===== src/rtl/rled_pkg.sv =====
`timescale 1ns / 1ps
`default_nettype none

package rled_pkg;

  // fixed field widths
  localparam int BYTE_W    = 8;
  localparam int DATA_W    = 64;
  localparam int MAX_LANES = DATA_W / BYTE_W;
  localparam int COUNT_W   = 4;
  localparam int STATUS_W  = 3;
  localparam int EXP_W     = 24;

  // tag decoding
  localparam logic [7:0] REP_FLAG = 8'h80;
  localparam logic [6:0] REP_MASK = 7'h7f;
  localparam logic [7:0] REP_BIAS = 8'd3;

  // chunk status codes
  localparam logic [STATUS_W-1:0] ST_BUSY  = 3'd0;
  localparam logic [STATUS_W-1:0] ST_GOOD  = 3'd1;
  localparam logic [STATUS_W-1:0] ST_OVER  = 3'd2;
  localparam logic [STATUS_W-1:0] ST_TRUNC = 3'd3;
  localparam logic [STATUS_W-1:0] ST_SHORT = 3'd4;

  // commands from controller to datapath
  typedef struct packed {
    logic take_item;
    logic load_word;
    logic use_burst;
  } ctl_cmd_t;

  // status from datapath to controller
  typedef struct packed {
    logic has_result;
    logic item_more;
    logic burst_more;
  } dp_stat_t;

endpackage

`default_nettype wire


===== src/rtl/rled_ctrl.sv =====
`timescale 1ns / 1ps
`default_nettype none

module rled_ctrl import rled_pkg::*; (
  input  wire logic     clk,
  input  wire logic     rst,
  input  wire logic     enc_valid,
  output logic          enc_stall,
  output logic          res_valid,
  input  wire logic     res_stall,
  input  wire dp_stat_t stat,
  output ctl_cmd_t      cmd
);

  typedef enum logic {
    S_IDLE,
    S_BURST
  } state_t;

  state_t state;
  state_t state_next;
  logic   res_valid_next;
  logic   out_free;

  // output register can take a word this cycle
  assign out_free = !res_valid || !res_stall;

  // command decode and next state
  always_comb begin
    state_next    = state;
    cmd.take_item = 1'b0;
    cmd.load_word = 1'b0;
    cmd.use_burst = 1'b0;
    enc_stall     = 1'b1;
    case (state)
      S_IDLE: begin
        enc_stall     = !out_free;
        cmd.take_item = enc_valid && out_free;
        cmd.load_word = cmd.take_item && stat.has_result;
        if (cmd.take_item && stat.item_more) begin
          state_next = S_BURST;
        end
      end
      S_BURST: begin
        cmd.use_burst = 1'b1;
        cmd.load_word = out_free;
        if (out_free && !stat.burst_more) begin
          state_next = S_IDLE;
        end
      end
      default: begin
        state_next = S_IDLE;
      end
    endcase
    res_valid_next = cmd.load_word || (res_valid && res_stall);
  end

  // state and output valid
  always_ff @(posedge clk) begin
    if (rst) begin
      state     <= S_IDLE;
      res_valid <= 1'b0;
    end else begin
      state     <= state_next;
      res_valid <= res_valid_next;
    end
  end

endmodule

`default_nettype wire


===== src/rtl/rled_dp.sv =====
`timescale 1ns / 1ps
`default_nettype none

module rled_dp import rled_pkg::*; #(
  parameter int SIZE_WIDTH = 24,
  parameter int OUT_BYTES  = 8
) (
  input  wire logic                clk,
  input  wire logic                rst,
  input  wire ctl_cmd_t            cmd,
  output dp_stat_t                 stat,
  input  wire logic [BYTE_W-1:0]   enc_byte,
  input  wire logic                chunk_last,
  input  wire logic [EXP_W-1:0]    expected_size,
  input  wire logic                codec_raw,
  output logic [DATA_W-1:0]        out_data,
  output logic [COUNT_W-1:0]       out_count,
  output logic [STATUS_W-1:0]      status,
  output logic                     end_of_chunk,
  output logic                     run_last
);

  localparam logic [7:0] LANES = 8'(OUT_BYTES);

  typedef enum logic [1:0] {
    PH_START,
    PH_TAG,
    PH_LIT,
    PH_REP
  } phase_t;

  // decode state
  phase_t                phase;
  phase_t                phase_next;
  logic [7:0]            literal_left;
  logic [7:0]            literal_left_next;
  logic [SIZE_WIDTH-1:0] remaining;
  logic [SIZE_WIDTH-1:0] remaining_next;
  logic                  raw_mode;
  logic                  raw_mode_next;
  logic [STATUS_W-1:0]   error_code;
  logic [STATUS_W-1:0]   error_code_next;
  logic [7:0]            repeat_length;
  logic [7:0]            repeat_length_next;

  // burst state for words still owed by the current item
  logic [7:0]            burst_left;
  logic [BYTE_W-1:0]     burst_byte;
  logic                  burst_end;
  logic [STATUS_W-1:0]   burst_status;

  // fresh item decode
  logic [7:0]            emit_len;
  logic [7:0]            tag_len;
  logic [STATUS_W-1:0]   chunk_status;

  // word former
  logic [7:0]            src_len;
  logic [BYTE_W-1:0]     src_byte;
  logic                  src_end;
  logic [STATUS_W-1:0]   src_status;
  logic [7:0]            word_bytes;
  logic [7:0]            rest;
  logic [DATA_W-1:0]     word_data;
  logic                  word_final;

  // decode one encoded byte against the chunk state
  always_comb begin
    phase_next         = phase;
    literal_left_next  = literal_left;
    remaining_next     = remaining;
    raw_mode_next      = raw_mode;
    error_code_next    = error_code;
    repeat_length_next = repeat_length;
    emit_len           = 8'd0;
    tag_len            = 8'd0;
    chunk_status       = ST_BUSY;

    // chunk start samples size and codec
    if (phase == PH_START) begin
      remaining_next     = SIZE_WIDTH'(expected_size);
      raw_mode_next      = codec_raw;
      error_code_next    = ST_BUSY;
      literal_left_next  = 8'd0;
      repeat_length_next = 8'd0;
      phase_next         = PH_TAG;
    end

    if (error_code_next != ST_BUSY) begin
      // discard until chunk end
    end else if (raw_mode_next) begin
      if (remaining_next == '0) begin
        error_code_next = ST_OVER;
      end else begin
        emit_len       = 8'd1;
        remaining_next = remaining_next - SIZE_WIDTH'(1);
      end
    end else if (phase_next == PH_LIT) begin
      emit_len          = 8'd1;
      remaining_next    = remaining_next - SIZE_WIDTH'(1);
      literal_left_next = literal_left_next - 8'd1;
      if (literal_left_next == 8'd0) begin
        phase_next = PH_TAG;
      end
    end else if (phase_next == PH_REP) begin
      emit_len       = repeat_length_next;
      remaining_next = remaining_next - SIZE_WIDTH'(repeat_length_next);
      phase_next     = PH_TAG;
    end else begin
      if ((enc_byte & REP_FLAG) != 8'd0) begin
        tag_len            = {1'b0, enc_byte[6:0] & REP_MASK} + REP_BIAS;
        repeat_length_next = tag_len;
        phase_next         = PH_REP;
      end else begin
        tag_len           = enc_byte + 8'd1;
        literal_left_next = tag_len;
        phase_next        = PH_LIT;
      end
      if (!chunk_last && (SIZE_WIDTH'(tag_len) > remaining_next)) begin
        error_code_next = ST_OVER;
      end
    end

    // final status on the chunk's last byte
    if (chunk_last) begin
      if (error_code_next != ST_BUSY) begin
        chunk_status = error_code_next;
      end else if (!raw_mode_next && (phase_next == PH_LIT || phase_next == PH_REP)) begin
        chunk_status = ST_TRUNC;
      end else if (remaining_next != '0) begin
        chunk_status = ST_SHORT;
      end else begin
        chunk_status = ST_GOOD;
      end
      error_code_next   = (chunk_status == ST_GOOD) ? ST_BUSY : chunk_status;
      phase_next        = PH_START;
      literal_left_next = 8'd0;
    end
  end

  // word former shared by the fresh item and the burst
  always_comb begin
    src_len    = cmd.use_burst ? burst_left : emit_len;
    src_byte   = cmd.use_burst ? burst_byte : enc_byte;
    src_end    = cmd.use_burst ? burst_end : chunk_last;
    src_status = cmd.use_burst ? burst_status : chunk_status;
    word_bytes = (src_len >= LANES) ? LANES : src_len;
    rest       = src_len - word_bytes;
    word_final = (rest == 8'd0);
    word_data  = '0;
    for (int i = 0; i < MAX_LANES; i++) begin
      if (8'(i) < word_bytes) begin
        word_data[i*BYTE_W +: BYTE_W] = src_byte;
      end
    end
  end

  // more words owed, for a fresh item and for a running burst
  assign stat.has_result = (emit_len != 8'd0) || chunk_last;
  assign stat.item_more  = (emit_len > LANES);
  assign stat.burst_more = (burst_left > LANES);

  // decode state update on each item transfer
  always_ff @(posedge clk) begin
    if (rst) begin
      phase         <= PH_START;
      literal_left  <= 8'd0;
      remaining     <= '0;
      raw_mode      <= 1'b0;
      error_code    <= ST_BUSY;
      repeat_length <= 8'd0;
    end else if (cmd.take_item) begin
      phase         <= phase_next;
      literal_left  <= literal_left_next;
      remaining     <= remaining_next;
      raw_mode      <= raw_mode_next;
      error_code    <= error_code_next;
      repeat_length <= repeat_length_next;
    end
  end

  // burst registers and output word
  always_ff @(posedge clk) begin
    if (cmd.take_item) begin
      burst_byte   <= enc_byte;
      burst_end    <= chunk_last;
      burst_status <= chunk_status;
    end
    if (cmd.load_word) begin
      burst_left   <= rest;
      out_data     <= word_data;
      out_count    <= word_bytes[COUNT_W-1:0];
      end_of_chunk <= word_final && src_end;
      status       <= (word_final && src_end) ? src_status : ST_BUSY;
      run_last     <= word_final;
    end
  end

endmodule

`default_nettype wire


===== src/rtl/rle_byte_decoder_unit.sv =====
// Byte run-length decoder. One encoded byte enters per transfer on the enc
// channel (enc_valid / enc_stall) with chunk_last; expected_size and
// codec_raw are sampled on a chunk's first byte. Decoded bytes leave on the
// res channel (res_valid / res_stall) as packed words of up to OUT_BYTES
// bytes, lowest byte first, with out_count, status, end_of_chunk and
// run_last. The chunk's final status rides on its last result; a byte that
// ends a chunk without data gives a status-only result of zero bytes.
// Latency: a result is shown in the cycle after its byte is taken.
// Raw and literal bytes, and tags, are taken back to back while the output
// register drains. A repeat byte for a run of n copies (up to 130) leaves
// as words of up to OUT_BYTES bytes: the single output register emits one
// word per cycle while res is not stalled, and input is stalled meanwhile.
// A stall on res holds the current result and stalls enc in turn.
// Synchronous reset empties the output register and returns the decoder to
// the start of a chunk.
`timescale 1ns / 1ps
`default_nettype none

module rle_byte_decoder_unit import rled_pkg::*; #(
  parameter int SIZE_WIDTH = 24,
  parameter int OUT_BYTES  = 8
) (
  input  wire logic                clk,
  input  wire logic                rst,
  input  wire logic                enc_valid,
  output logic                     enc_stall,
  input  wire logic [BYTE_W-1:0]   enc_byte,
  input  wire logic                chunk_last,
  input  wire logic [EXP_W-1:0]    expected_size,
  input  wire logic                codec_raw,
  output logic                     res_valid,
  input  wire logic                res_stall,
  output logic [DATA_W-1:0]        out_data,
  output logic [COUNT_W-1:0]       out_count,
  output logic [STATUS_W-1:0]      status,
  output logic                     end_of_chunk,
  output logic                     run_last
);

  ctl_cmd_t cmd;
  dp_stat_t stat;

  // sequencing of transfers and output bursts
  rled_ctrl u_ctrl (
    .clk       (clk),
    .rst       (rst),
    .enc_valid (enc_valid),
    .enc_stall (enc_stall),
    .res_valid (res_valid),
    .res_stall (res_stall),
    .stat      (stat),
    .cmd       (cmd)
  );

  // decode state, burst and output word
  rled_dp #(
    .SIZE_WIDTH (SIZE_WIDTH),
    .OUT_BYTES  (OUT_BYTES)
  ) u_dp (
    .clk           (clk),
    .rst           (rst),
    .cmd           (cmd),
    .stat          (stat),
    .enc_byte      (enc_byte),
    .chunk_last    (chunk_last),
    .expected_size (expected_size),
    .codec_raw     (codec_raw),
    .out_data      (out_data),
    .out_count     (out_count),
    .status        (status),
    .end_of_chunk  (end_of_chunk),
    .run_last      (run_last)
  );

endmodule

`default_nettype wire

===== config.mk =====
export PLATFORM = sky130hd
export DESIGN_NAME = rle_byte_decoder_unit
export DESIGN_NICKNAME = d
export VERILOG_FILES = /design/src/rtl/rled_pkg.sv /design/src/rtl/rled_ctrl.sv /design/src/rtl/rled_dp.sv /design/src/rtl/rle_byte_decoder_unit.sv
export SDC_FILE = /design/constraint.sdc
export NUM_CORES = 1
export LEC_CHECK = 0
export BUFFER_PORTS_ARGS = -buffer_cell sky130_fd_sc_hd__buf_2
export CAP_MARGIN = 20
export CORE_MARGIN = 4
export CORE_UTILIZATION = 40
export CTS_CLUSTER_SIZE = 25
export DETAILED_ROUTE_END_ITERATION = 10
export HOLD_SLACK_MARGIN = 0.15
export PLACE_DENSITY = 0.56
export SYNTH_ARGS = -nofsm -noshare
export SYNTH_HDL_FRONTEND = slang
export SYNTH_SLANG_ARGS = --single-unit

===== constraint.sdc =====
create_clock -name clk -period 9.2 [get_ports clk]
set_clock_uncertainty 0.2 [all_clocks]
set_input_delay 0.92 -clock clk [delete_from_list [all_inputs] [get_ports clk]]
set_output_delay 0.92 -clock clk [all_outputs]
set_load 0.1 [all_outputs]

==> tab_implementation.tex <==
\begin{tabular}{lr}
\hline
Metric & Value \\
\hline
\multicolumn{2}{l}{\textbf{Worst hold path}} \\
\quad Path class of the lowest-slack min-delay path & reg2reg \\
\quad Worst min-delay path startpoint & u\_dp.remaining[22] \\
\multicolumn{2}{l}{\textbf{Placement}} \\
\quad Final weighted congestion in routability-driven placement & $\sim$0.96 \\
\quad Worst slack after detailed placement & between 2 and 3 ns \\
\quad IO Port Bufs & roughly 110 \\
\quad Post-DP HPWL & between 20 and 25 mm \\
\quad Cell Count Post-Placement & roughly 1500 \\
\quad DP Area & 0.0102 mm2 \\
\multicolumn{2}{l}{\textbf{Global route}} \\
\quad Via count of the first global-routing pass & 8222 \\
\quad Met1 Track Usage GR & 34.9\% \\
\quad Tot GR Track Use & $\sim$24\% \\
\quad Wire length of the first global-routing pass & between 40 and 50 mm \\
\quad GR met2 Demand/Resource & a little under two fifths \\
\quad Maximum number of pins on one net before global-route repair & 82 \\
\quad M3 GR Usage & $\sim$4.7\% \\
\quad Total overflow reported by the global router & 0 \\
\quad GR peak layer & met2 \\
\quad Antenna violations before repair & 0 \\
\multicolumn{2}{l}{\textbf{Final layout}} \\
\quad Antenna diodes & 0 \\
\quad Final Util & between 40\% and 50\% \\
\quad Post-route cell area & around 0.011 mm2 \\
\quad \# nets final & 1224 \\
\quad Multi-input gate area & around 0.0052 mm2 \\
\quad Number of inserted filler cells in the final layout & 2241 \\
\quad Finished Layout Cells & 1494 \\
\quad Fraction of layout cells with a size suffix above 1 & $\sim$16\% \\
\quad Footprint of the flip-flops and latches & approximately 0.0038 mm2 \\
\quad Layout overhead on the synthesized area & 15.5\% \\
\multicolumn{2}{l}{\textbf{Die}} \\
\quad Floorplan die height & around 160 um \\
\quad Io pins & 113 \\
\quad Starting utilization of the core area & between 40 and 50\% \\
\quad Floorplan die area & between 0.02 and 0.03 mm2 \\
\quad Die span in x & 161 um \\
\quad Core Box Area & 0.0228 mm2 \\
\quad Number of placement rows & between 50 and 60 \\
\multicolumn{2}{l}{\textbf{Detailed routing}} \\
\quad Routed wire length per instance & about 21 um \\
\quad Residual DRC & 0 \\
\quad Number of nets with antenna violations after detailed routing & 0 \\
\quad Wirelength, routed & 32.1 mm \\
\quad Vias per cell & $\sim$6 \\
\quad DRC marker count from the first detailed-route iteration & between 1000 and 1500 \\
\quad Via count & 8933 \\
\quad Number of iterations in the first detailed-routing pass & 5 \\
\multicolumn{2}{l}{\textbf{Clocking}} \\
\quad Maximum level of the CTS H-tree & 4 \\
\quad Number of cells upsized or downsized after cts & 0 \\
\quad Number of clock sinks & around 140 \\
\quad Source-to-sink clock delay at the later pin of the worst-skew pair & between 0.4 and 0.5 ns \\
\quad Clock buffers created by TritonCTS & 17 \\
\quad Post-CTS Setup Bufs & 0 \\
\quad CTS tree & yes \\
\quad Cts-stage hold buffer count & 0 \\
\quad Clock-pin transition on the worst setup and hold timing paths & 0.07 ns \\
\quad Clock root buffer master & sky130\_fd\_sc\_hd\_\_clkbuf\_16 \\
\quad Number of buffers on the longest clock path & 2 \\
\multicolumn{2}{l}{\textbf{Run}} \\
\quad Reported max-cap violation count & 0 \\
\multicolumn{2}{l}{\textbf{Pwr}} \\
\quad Lkg Pwr & between 4 and 5 nW \\
\quad Overall power of the completed layout & between 2 and 2.5 mW \\
\quad Largest voltage drop on the vdd net & 0.110 mV \\
\quad Pwr dens & approximately 210 mW/mm2 \\
\multicolumn{2}{l}{\textbf{Timing}} \\
\quad Setup ws final & approximately 2.8 ns \\
\quad Worst-margin pin slew & about 1.1 ns \\
\quad RSZ-0062 raised after global routing & no \\
\quad Timing-limited maximum frequency & approximately 160 MHz \\
\quad Final number of setup-violating endpoints & 0 \\
\quad Final Cycle Share & 69.3\% \\
\quad Final Max Slew Viols & 0 \\
\quad Worst max-slew margin expressed relative to the limit & roughly 28\% \\
\quad Aggregate negative setup slack & 0 ns \\
\quad Final hold slack & just over 0.3 ns \\
\quad Time the final worst path needs with I/O delays and setup & 6.37 ns \\
\quad Final Hold Vio Count & 0 \\
\multicolumn{2}{l}{\textbf{Synth}} \\
\quad Warning count from the yosys run & 0 \\
\quad Seq cells post-synth & 141 \\
\quad Count of flip-flops with a built-in enable after synthesis & 93 \\
\quad Post-synthesis async set-or-reset flop share & 0\% \\
\quad Number of different library cells in the post-synthesis netlist & between 80 and 90 \\
\quad Ys flop type & sky130\_fd\_sc\_hd\_\_edfxtp\_1 \\
\quad Number of standard cells after synthesis & around 1100 \\
\quad Post-Syn Nets & 1148 \\
\quad Seq/Total Area, Yosys & about two fifths \\
\quad Post-Syn Area per Cell & roughly 8.6 um2 \\
\quad Post-synthesis instance area & 0.00936 mm2 \\
\multicolumn{2}{l}{\textbf{Worst setup path}} \\
\quad Origin of the worst setup path & u\_dp.phase[1] \\
\quad Capture point of the worst reg-to-reg path & u\_dp.status[2] \\
\quad Register-to-register setup slack & approximately 2.8 ns \\
\quad Critical path fanouts, max & 34 \\
\quad Startpoint Class & register \\
\quad Required @ worst endpoint & between 9 and 10 ns \\
\quad Arrival time reported for the critical path endpoint & approximately 6.3 ns \\
\quad Type of the setup path with the least slack & reg2reg \\
\quad Critical path destination & u\_dp.status[2] \\
\quad Endpoint kind of the worst setup timing path & register \\
\quad Worst Reg-to-Reg Cells & 16 \\
\quad Origin of the critical flop-to-flop path & u\_dp.phase[1] \\
\multicolumn{2}{l}{\textbf{Outcome}} \\
\quad Run status & finished, final reports clean \\
\hline
\end{tabular}
-- logic make-up (layout without fill, tap and decap cells) --
group | count (synthesis) | in the layout | synth area share (%)
fa+ha+maj | 21 | 21 | 2.81
flops | 141 | 141 | 40.1
compound gates | 283 | 283 | 20.5
xor+xnor | 45 | 45 | 4.21
other cells | 1 | 1 | 0.0401
mux | 41 | 41 | 4.43
simple gates | 457 | 457 | 23.5
buf+inv | 103 | 192 | 4.34
-- cell usage after synthesis, drive strengths merged, types with 5 or more instances --
master  number  area, um2
nor2       169        634
dfxtp       48        961
a31oi       12       75.1
o21a         8       60.1
clkbuf      54        203
nor4        27        205
nand3       21        110
o31ai       15        113
or2          5       31.3
xor2        23        201
nor3b        9       67.6
edfxtp      93       2790
inv         31        116
or4         10       86.3
ha          17        213
a211oi      27        203
mux2i       38        380
o21ai       53        265
o221ai       5       43.8
buf         18       87.6
nand2       94        355
and2        10       62.6
and3        14       87.6
xnor2       22        193
a21boi       7       63.8
a21oi       68        344
o31a         6       53.8
o22ai       11       68.8
a22oi       12       90.1
nor3        58        290
nor2b        6       37.5
or3         10       62.6
o211ai       7       52.6
a21o         8       60.1
nand4       10       62.6
-- worst max-delay path, cell delays in order, from the launching register on --
cell and delay [ns]:
sky130_fd_sc_hd__dfxtp_2 0.45, sky130_fd_sc_hd__buf_4 0.31, sky130_fd_sc_hd__nor2_4 0.65, sky130_fd_sc_hd__mux2i_1 0.33
sky130_fd_sc_hd__inv_1 0.15, sky130_fd_sc_hd__ha_1 0.34, sky130_fd_sc_hd__nor2b_1 0.14, sky130_fd_sc_hd__a221o_1 0.37
sky130_fd_sc_hd__nor4_2 0.77, sky130_fd_sc_hd__o21a_1 0.25, sky130_fd_sc_hd__nor4_1 0.04, sky130_fd_sc_hd__or3_1 0.36
sky130_fd_sc_hd__or4_1 0.53, sky130_fd_sc_hd__or4_1 0.52, sky130_fd_sc_hd__nor3_1 0.26, sky130_fd_sc_hd__a41o_2 0.29
sky130_fd_sc_hd__o21ai_0 0.10
-- cell usage in the layout (no fill, tap or decap), types with 23 or more instances in the layout --
cell type and n:
sky130_fd_sc_hd__nor4_1 24, sky130_fd_sc_hd__xor2_1 23, sky130_fd_sc_hd__dfxtp_1 46, sky130_fd_sc_hd__nand2_1 93, sky130_fd_sc_hd__inv_1 30, sky130_fd_sc_hd__a21oi_1 66
sky130_fd_sc_hd__o21ai_0 51, sky130_fd_sc_hd__nor3_1 58, sky130_fd_sc_hd__edfxtp_1 93, sky130_fd_sc_hd__buf_2 112, sky130_fd_sc_hd__mux2i_1 38, sky130_fd_sc_hd__a211oi_1 27
sky130_fd_sc_hd__nor2_1 167
-- flip-flops by register name (all words and copies together) (netlist names) --
name	count
u_dp.remaining	24
u_dp.burst_status	3
u_dp.run_last	1
u_dp.burst_end	1
u_dp.phase	2
u_dp.repeat_length	8
u_dp.literal_left	8
u_dp.burst_byte	8
u_dp.out_data	64
u_dp.burst_left	8
u_dp.end_of_chunk	1
u_ctrl.res_valid	1
u_dp.error_code	3
u_dp.status	3
u_dp.out_count	4
u_dp.raw_mode	1
u_ctrl.state	1
-- per-layer routing --
layer  vias up  share of wire, %
li1       4209                 -
met1      4277                46
met2       394                45
met3        53               7.0
met4         0               2.3
met5         -                 0
-- layout make-up --
| class | instances | area share, % |
|---|---|---|
| well taps | 313 | 3.62 |
| inverters | 31 | 1.08 |
| clock inverters | 15 | 1.82 |
| repair buffers | 129 | 6.37 |
| clock buffers | 17 | 3.94 |
| multi-input cells | 848 | 48.4 |
| flip-flops and latches | 141 | 34.8 |
-- power breakdown --
part	total (mW)	switching, mW	leakage, nW	internal [mW]
Clock	0.738	0.323	0.298	0.415
Combinational	0.719	0.537	2.53	0.182
Sequential	0.770	0.0387	1.31	0.731
Total	2.23	0.898	4.14	1.33
-- worst min-delay path by stage --
stage          cells past startpoint  slack [ns]              endpoint
2_1_floorplan                      2        0.26    u_dp.remaining[22]
3_3_place_gp                       2        0.29    u_dp.remaining[22]
3_5_place_dp                       2        0.30  u_dp.literal_left[5]
4_1_cts                            2        0.31  u_dp.literal_left[5]
5_1_grt                            2        0.34  u_dp.literal_left[5]
6_report                           2        0.30    u_dp.remaining[22]
Power figures use the tool's default switching activity.
